**src/hdl/utf8a_pkg.sv**
```systemverilog
// Shared types and constants for the UTF-8 to ASCII filter.
// Used by utf8a_decode, utf8a_emit and utf8_to_ascii_filter; no dependencies.
`timescale 1ns / 1ps
`default_nettype none

package utf8a_pkg;

	localparam int CNT_W = 10;

	localparam logic [7:0] LEAD_PUNCT   = 8'hE2;
	localparam logic [7:0] MID_PUNCT    = 8'h80;
	localparam logic [7:0] TAIL_ELLIPS  = 8'hA6;
	localparam logic [7:0] TAIL_EN      = 8'h93;
	localparam logic [7:0] TAIL_EM      = 8'h94;
	localparam logic [7:0] TAIL_LQUOTE  = 8'h98;
	localparam logic [7:0] TAIL_RQUOTE  = 8'h99;
	localparam logic [7:0] MASK_2B      = 8'hE0;
	localparam logic [7:0] LEAD_2B      = 8'hC0;
	localparam logic [7:0] MASK_3B      = 8'hF0;
	localparam logic [7:0] LEAD_3B      = 8'hE0;
	localparam logic [7:0] MASK_4B      = 8'hF8;
	localparam logic [7:0] LEAD_4B      = 8'hF0;

	localparam logic [6:0] CHAR_DOT     = 7'h2E;
	localparam logic [6:0] CHAR_DASH    = 7'h2D;
	localparam logic [6:0] CHAR_APOS    = 7'h27;

	// punct_match codes
	localparam logic [1:0] PM_NONE      = 2'd0;
	localparam logic [1:0] PM_LEAD      = 2'd1;
	localparam logic [1:0] PM_MID       = 2'd2;

	localparam logic [CNT_W-1:0] CAPACITY_RST = 10'd511;

	typedef struct packed {
		logic [7:0] in_byte;
		logic       in_last;
	} in_t;

	typedef struct packed {
		logic [6:0]       out_char;
		logic             char_valid;
		logic             end_of_string;
		logic [CNT_W-1:0] char_count;
	} out_t;

	// One decoded byte: a run of identical characters plus an optional end record
	typedef struct packed {
		logic [1:0]       n_chars;
		logic [6:0]       ch;
		logic [CNT_W-1:0] first_cnt;
		logic             eos;
	} burst_t;

	typedef struct packed {
		logic [1:0]       skip_left;
		logic [1:0]       punct_match;
		logic [CNT_W-1:0] written;
	} dec_state_t;

endpackage

`default_nettype wire

```
**src/hdl/utf8a_decode.sv**
```systemverilog
// Byte decoder: sequence tracking state and the per-byte result burst.
// Depends on utf8a_pkg.
`timescale 1ns / 1ps
`default_nettype none

module utf8a_decode import utf8a_pkg::*; (
	input  wire logic             clk,
	input  wire logic             arst_n,
	input  wire logic             advance,
	input  wire in_t              item,
	input  wire logic [CNT_W-1:0] cap,
	output burst_t                burst,
	output dec_state_t            state
);

	logic [1:0]       skip_q, skip_d;
	logic [1:0]       pm_q, pm_d;
	logic [CNT_W-1:0] written_q, written_d;
	logic [1:0]       n;
	logic [6:0]       ch;
	logic [CNT_W:0]   room3;
	logic             has_room;
	logic [7:0]       b;

	assign b        = item.in_byte;
	assign has_room = written_q < cap;
	assign room3    = {1'b0, written_q} + (CNT_W+1)'(3);

	always_comb begin
		skip_d = skip_q;
		pm_d   = PM_NONE;
		n      = 2'd0;
		ch     = 7'd0;
		if (skip_q != 2'd0) begin
			if (skip_q == 2'd2 && pm_q == PM_LEAD) begin
				pm_d = (b == MID_PUNCT) ? PM_MID : PM_NONE;
			end else if (skip_q == 2'd1 && pm_q == PM_MID) begin
				if (b == TAIL_ELLIPS) begin
					ch = CHAR_DOT;
					if (room3 <= {1'b0, cap}) n = 2'd3;
				end else if (b == TAIL_EN || b == TAIL_EM) begin
					ch = CHAR_DASH;
					if (has_room) n = 2'd1;
				end else if (b == TAIL_LQUOTE || b == TAIL_RQUOTE) begin
					ch = CHAR_APOS;
					if (has_room) n = 2'd1;
				end
			end
			skip_d = skip_q - 2'd1;
		end else if (!b[7]) begin
			ch = b[6:0];
			if (has_room) n = 2'd1;
		end else if ((b & MASK_2B) == LEAD_2B) begin
			skip_d = 2'd1;
		end else if ((b & MASK_3B) == LEAD_3B) begin
			skip_d = 2'd2;
			pm_d   = (b == LEAD_PUNCT) ? PM_LEAD : PM_NONE;
		end else if ((b & MASK_4B) == LEAD_4B) begin
			skip_d = 2'd3;
		end
		written_d = written_q + CNT_W'(n);
		if (item.in_last) begin
			skip_d    = 2'd0;
			pm_d      = PM_NONE;
			written_d = '0;
		end
	end

	assign burst.n_chars   = n;
	assign burst.ch        = ch;
	assign burst.first_cnt = (n != 2'd0) ? written_q + CNT_W'(1) : written_q;
	assign burst.eos       = item.in_last;

	assign state.skip_left   = skip_q;
	assign state.punct_match = pm_q;
	assign state.written     = written_q;

	always_ff @(posedge clk or negedge arst_n) begin
		if (!arst_n) begin
			skip_q    <= 2'd0;
			pm_q      <= PM_NONE;
			written_q <= '0;
		end else if (advance) begin
			skip_q    <= skip_d;
			pm_q      <= pm_d;
			written_q <= written_d;
		end
	end

endmodule

`default_nettype wire

```
**src/hdl/utf8a_emit.sv**
```systemverilog
// Result register: holds one decoded burst and hands out one result per transfer.
// Depends on utf8a_pkg.
`timescale 1ns / 1ps
`default_nettype none

module utf8a_emit import utf8a_pkg::*; (
	input  wire logic   clk,
	input  wire logic   arst_n,
	input  wire logic   load,
	input  wire burst_t burst,
	output logic        free,
	output logic        out_valid,
	input  wire logic   out_stall,
	output out_t        out_data
);

	logic [1:0]       left_q;
	logic             end_q;
	logic [6:0]       char_q;
	logic [CNT_W-1:0] cnt_q;
	logic             xfer;
	logic             finishing;

	assign out_valid = (left_q != 2'd0) || end_q;
	assign xfer      = out_valid && !out_stall;
	assign finishing = (left_q == 2'd1 && !end_q) || (left_q == 2'd0 && end_q);
	assign free      = !out_valid || (xfer && finishing);

	always_comb begin
		if (left_q != 2'd0) begin
			out_data.out_char      = char_q;
			out_data.char_valid    = 1'b1;
			out_data.end_of_string = 1'b0;
		end else begin
			out_data.out_char      = 7'd0;
			out_data.char_valid    = 1'b0;
			out_data.end_of_string = 1'b1;
		end
		out_data.char_count = cnt_q;
	end

	always_ff @(posedge clk or negedge arst_n) begin
		if (!arst_n) begin
			left_q <= 2'd0;
			end_q  <= 1'b0;
		end else if (load) begin
			left_q <= burst.n_chars;
			end_q  <= burst.eos;
		end else if (xfer) begin
			if (left_q != 2'd0) left_q <= left_q - 2'd1;
			else end_q <= 1'b0;
		end
	end

	// End record reuses the count of the last character
	always_ff @(posedge clk) begin
		if (load) begin
			char_q <= burst.ch;
			cnt_q  <= burst.first_cnt;
		end else if (xfer && left_q > 2'd1) begin
			cnt_q <= cnt_q + CNT_W'(1);
		end
	end

endmodule

`default_nettype wire

```
**src/hdl/utf8_to_ascii_filter.sv**
```systemverilog
// Top level of the UTF-8 to ASCII filter: input register, capacity register, assertions.
// Depends on utf8a_pkg, utf8a_decode and utf8a_emit.
//
//   channel  direction  handshake              payload
//   in       sink       in_valid / in_stall    in_data  (in_t)
//   out      source     out_valid / out_stall  out_data (out_t)
//   cfg      sink       cfg_wr_en              cfg_wr_data (capacity)
//
// One byte per cycle leaves the input register while the result register is free.
// A byte that writes nothing retires even while results wait.
// A byte with k results occupies the result register for k transfers (up to 4,
// three dots plus an end record); the input register holds until it drains.
// Reset clears the sequence state and the character count; capacity resets to 511.
`timescale 1ns / 1ps
`default_nettype none

module utf8_to_ascii_filter import utf8a_pkg::*; #(
	parameter int MAX_CAPACITY = 1023
) (
	input  wire logic             clk,
	input  wire logic             arst_n,
	input  wire logic             in_valid,
	output logic                  in_stall,
	input  wire in_t              in_data,
	output logic                  out_valid,
	input  wire logic             out_stall,
	output out_t                  out_data,
	input  wire logic             cfg_wr_en,
	input  wire logic [CNT_W-1:0] cfg_wr_data
);

	logic [CNT_W-1:0] capacity_q;
	logic [CNT_W-1:0] cap_eff;
	logic             valid_s1;
	in_t              item_s1;
	logic             in_xfer;
	logic             advance;
	logic             load;
	logic             free;
	burst_t           burst;
	dec_state_t       dstate;

	assign cap_eff = (32'(capacity_q) > 32'(MAX_CAPACITY)) ? CNT_W'(MAX_CAPACITY)
	                                                       : capacity_q;

	always_ff @(posedge clk or negedge arst_n) begin
		if (!arst_n) begin
			capacity_q <= CAPACITY_RST;
		end else if (cfg_wr_en) begin
			capacity_q <= cfg_wr_data;
		end
	end

	// Bytes with no result never wait on the output side
	assign load     = valid_s1 && free && (burst.n_chars != 2'd0 || burst.eos);
	assign advance  = valid_s1 && (free || (burst.n_chars == 2'd0 && !burst.eos));
	assign in_stall = valid_s1 && !advance;
	assign in_xfer  = in_valid && !in_stall;

	always_ff @(posedge clk or negedge arst_n) begin
		if (!arst_n) begin
			valid_s1 <= 1'b0;
		end else if (in_xfer) begin
			valid_s1 <= 1'b1;
		end else if (advance) begin
			valid_s1 <= 1'b0;
		end
	end

	always_ff @(posedge clk) begin
		if (in_xfer) item_s1 <= in_data;
	end

	utf8a_decode u_decode (
		.clk    (clk),
		.arst_n (arst_n),
		.advance(advance),
		.item   (item_s1),
		.cap    (cap_eff),
		.burst  (burst),
		.state  (dstate)
	);

	utf8a_emit u_emit (
		.clk      (clk),
		.arst_n   (arst_n),
		.load     (load),
		.burst    (burst),
		.free     (free),
		.out_valid(out_valid),
		.out_stall(out_stall),
		.out_data (out_data)
	);

	a_accept_fills_s1: assert property (@(posedge clk) disable iff (!arst_n)
		in_xfer |=> valid_s1)
		else $error("accepted byte did not reach the input register");

	a_load_when_free: assert property (@(posedge clk) disable iff (!arst_n)
		load |-> free)
		else $error("result register overwritten before it drained");

	a_last_clears: assert property (@(posedge clk) disable iff (!arst_n)
		(advance && item_s1.in_last) |=>
			(dstate.skip_left == 2'd0 && dstate.punct_match == PM_NONE &&
			 dstate.written == '0))
		else $error("state not cleared after last byte");

endmodule

`default_nettype wire
```
**config.mk**
```make
export PLATFORM = sky130hd
export DESIGN_NAME = utf8_to_ascii_filter
export DESIGN_NICKNAME = d
export VERILOG_FILES = /design/src/hdl/utf8a_pkg.sv /design/src/hdl/utf8a_decode.sv /design/src/hdl/utf8a_emit.sv /design/src/hdl/utf8_to_ascii_filter.sv
export SDC_FILE = /design/constraint.sdc
export NUM_CORES = 1
export LEC_CHECK = 0
export ABC_AREA = 1
export BUFFER_PORTS_ARGS = -buffer_cell sky130_fd_sc_hd__buf_2
export CAP_MARGIN = 40
export CORE_ASPECT_RATIO = 1.25
export CORE_MARGIN = 2
export CORE_UTILIZATION = 30
export DETAILED_ROUTE_END_ITERATION = 10
export PLACE_DENSITY_LB_ADDON = 0.25
export SYNTH_ARGS = -nofsm -noshare
export SYNTH_HDL_FRONTEND = slang
export SYNTH_SLANG_ARGS = --single-unit
```
**constraint.sdc**
```tcl
create_clock -name clk -period 4.78 [get_ports clk]
set_clock_uncertainty 0.05 [all_clocks]
set_input_delay 0.717 -clock clk [delete_from_list [all_inputs] [get_ports clk]]
set_output_delay 0.717 -clock clk [all_outputs]
set_load 0.05 [all_outputs]
```
==> results.md <==
- Post CTS Setup Buffer Count: 0
- Ys async rst share: 51.9%
- # resized after CTS: 0
- Multi-input logic area: 0.00200 sq mm
- Crit. End Element: primary output
- Clock root buffer: clkbuf_16
- Non-filler cells, final: 681
- Diode count: 0
- WL final: 8600 um
- Seq/Total Area, Yosys: 38.9%
- Post-synth EDFFs: 26
- Port Buffers: 44
- Worst-path maximum fanout: 8
- Final Core Density: 34.4%
- PwrDens: 504 mW/mm^2
- Routability congestion estimate: 0.838
- DP Area: 0.00420 sq mm
- # setup viols final: 0
- Pleak: 0.00200 uW
- Area Growth Syn to Fin: 13.0%
- R2r setup slk: 0.88 ns
- RSZ-0062 raised after global routing: false
- Initial Util: 30.4%
- Final std cell area, no fill: 0.00434 sq mm
- Largest net degree at the start of global routing: 29
- Run status: complete, no violations
- Sequential Area: 0.00149 sq mm
- Antenna viol nets, final: 0
- Hold crit path type: primary input to asynchronous set/reset pin
- Hold buffer count at CTS: 0
- Fin crit period: 4.12 ns
- WS Path Type: flip-flop to primary output
- CTS tree: yes
- Worst slew pin tran: 0.752 ns
- Core ar.: 0.0126 sq mm
- Fmax: 243 MHz
- Ys Warns: 0
- Period utilisation layout: 86.2%
- Vias: 3070
- Cell count after placement: 673
- First-pass GRT wire length: 14600 um
- Worst rel slew slack: 49.3%
- Synth Flop Type: edfxtp_1
- GRT Residual Overflow: 0
- TNS Setup: 0 ns
- Post-Syn Area: 0.00384 sq mm
- Longest Clk Path Bufs: 2
- Mapped Avg Cell Area: 8.15 sq um
- All-Layer GR Usage: 13.3%
- Peak supply drop: 0.218 mV
- CP Launch Type: flip-flop
- # DRC: 0
- Vias in the first global route: 3194
- Commonest non-fill, non-tap cell in the layout: nand2_1
- Max_cap viols: 0
- DRT iter0 DRCs: 111
- Worst-Skew Late Latency: 0.29 ns
- Antenna violations before repair: 0
- Fill count: 1331
- Most frequent cells in the layout: nand2_1, inv_1, buf_2
- Cell Rows: 46
- Final Hold Fails: 0
- Hpwl dp: 6920 um
- CTS clk-pin slew, worst paths: 0.06 ns
- Net Count, Synth: 523
- Die Width: 105 um
- # IOs: 45
- Cells after Synth: 471
- Crit path DAT: 3.35 ns
- Clock Sinks: 54
- Synthesized flop and latch total: 54
- Via density: 4.51
- Iteration count of the initial detailed-routing pass: 4
- Slew Limit Fails: 0
- Number of library cell types mapped by synthesis: 43
- Total die area: 0.0137 sq mm
- WL/cell: 12.6 um
- Layout cells sized above 1: 21.2%
- Total CTS buffers: 5
- Chip height: 130 um
- Worst Path Required: 4.01 ns
- Fin nets: 564
- Total number of H-tree levels: 2
## per-layer routing
layer | GRT usage (%) | part of all wire, % | up-vias
li1 | - | - | 1593
met1 | 14.5 | 41 | 1418
met5 | 0 | 0 | -
met4 | 4.16 | 1.9 | 0
met2 | 26.2 | 54 | 45
met3 | 2.28 | 2.7 | 14
## synthesized netlist by cell type (2+ instances only)
| library cell | instances | area share [%] |
|---|---|---|
| a21oi_1 | 12 | 1.6 |
| buf_2 | 3 | 0.39 |
| buf_6 | 5 | 1.5 |
| clkbuf_1 | 3 | 0.29 |
| dfrtp_1 | 19 | 12 |
| dfstp_2 | 9 | 6.2 |
| edfxtp_1 | 26 | 20 |
| ha_1 | 27 | 8.8 |
| inv_1 | 62 | 6.1 |
| inv_2 | 6 | 0.59 |
| nand2_1 | 113 | 11 |
| nand2_2 | 9 | 1.5 |
| nand2_4 | 5 | 1.5 |
| nand3_1 | 23 | 3.0 |
| nand3_2 | 2 | 0.52 |
| nand3b_1 | 2 | 0.39 |
| nand4_1 | 5 | 0.82 |
| nor2_1 | 43 | 4.2 |
| nor2_2 | 2 | 0.33 |
| nor3_1 | 6 | 0.78 |
| o211ai_1 | 4 | 0.78 |
| o21ai_0 | 16 | 2.1 |
| o21ai_1 | 8 | 1.0 |
| o21ai_2 | 16 | 3.7 |
| or2_2 | 3 | 0.49 |
| xnor2_1 | 5 | 1.1 |
| xor2_1 | 21 | 4.8 |
## sequential cells by signal, summed over array words and instances (netlist names)
signal	count
cap_eff	10
u_decode.written_q	10
u_emit.cnt_q	10
item_s1	9
u_emit.char_q	7
u_decode.pm_q	2
u_decode.skip_q	2
u_emit.left_q	2
u_emit.end_q	1
valid_s1	1
## path summary, 6_finish.rpt
path / startpoint / depth (start not counted) / end
min reg2reg: u_decode.pm_q[0] / 2 / u_decode.pm_q[0]
max in group asynchronous: arst_n / 1 / u_decode.skip_q[0]
max: u_decode.written_q[2] / 15 / in_stall
min in group clk: u_decode.pm_q[0] / 2 / u_decode.pm_q[0]
min: arst_n / 1 / cap_eff[9]
max reg2reg: u_decode.written_q[2] / 20 / u_decode.written_q[8]
## area by class of cell
class / instances / share of cell area, %
Multi-Input combinational cell: 336 / 46.1
Tap cell: 168 / 4.85
Clock buffer: 8 / 3.14
Timing Repair Buffer: 46 / 5.42
Inverter: 69 / 6.03
Sequential cell: 54 / 34.4
## cells by family (layout without fill, tap and decap cells)
family                   Yosys count  after routing  share of synthesized area [%]
AO/OA/AOI/OAI                     61             61                           10.2
XOR/XNOR                          26             26                           5.93
multiplexers                       1              1                          0.293
flip-flops                        54             54                           38.9
AND/OR/NAND/NOR                  220            220                           26.2
adder cells (fa/ha/maj)           28             28                           9.32
buffers and inverters             81            123                           9.16
## stage by stage
stage / setup slack [ns] / total power (uW) / hold WS (ns)
finish: 0.661 / 2180 / 0.402
global route: 0.385 / 2360 / 0.458
detailed placement: 0.878 / 1850 / 0.429
global placement: 0.878 / 1830 / 0.420
CTS: 0.627 / 2220 / 0.427
floorplan: 1.24 / 1620 / 0.371
## power breakdown
part | switching (uW) | leakage, uW | internal, uW
clock network | 157 | 0.0000652 | 195
registers | 111 | 0.000592 | 652
logic | 767 | 0.00134 | 303
total | 1030 | 0.00200 | 1150
## critical path: stages, from the launching register on
cell	delay (ns)
dfrtp_1	0.62
inv_1	0.19
a21oi_1	0.34
nand3_1	0.14
xor2_1	0.18
ha_1	0.28
nand2_1	0.06
nor2_1	0.16
nand3_1	0.09
or2_1	0.25
nand2_2	0.10
nand2_4	0.07
nand3_4	0.10
nand3_1	0.14
inv_1	0.08
buf_2	0.25
Power figures use the tool's default switching activity.
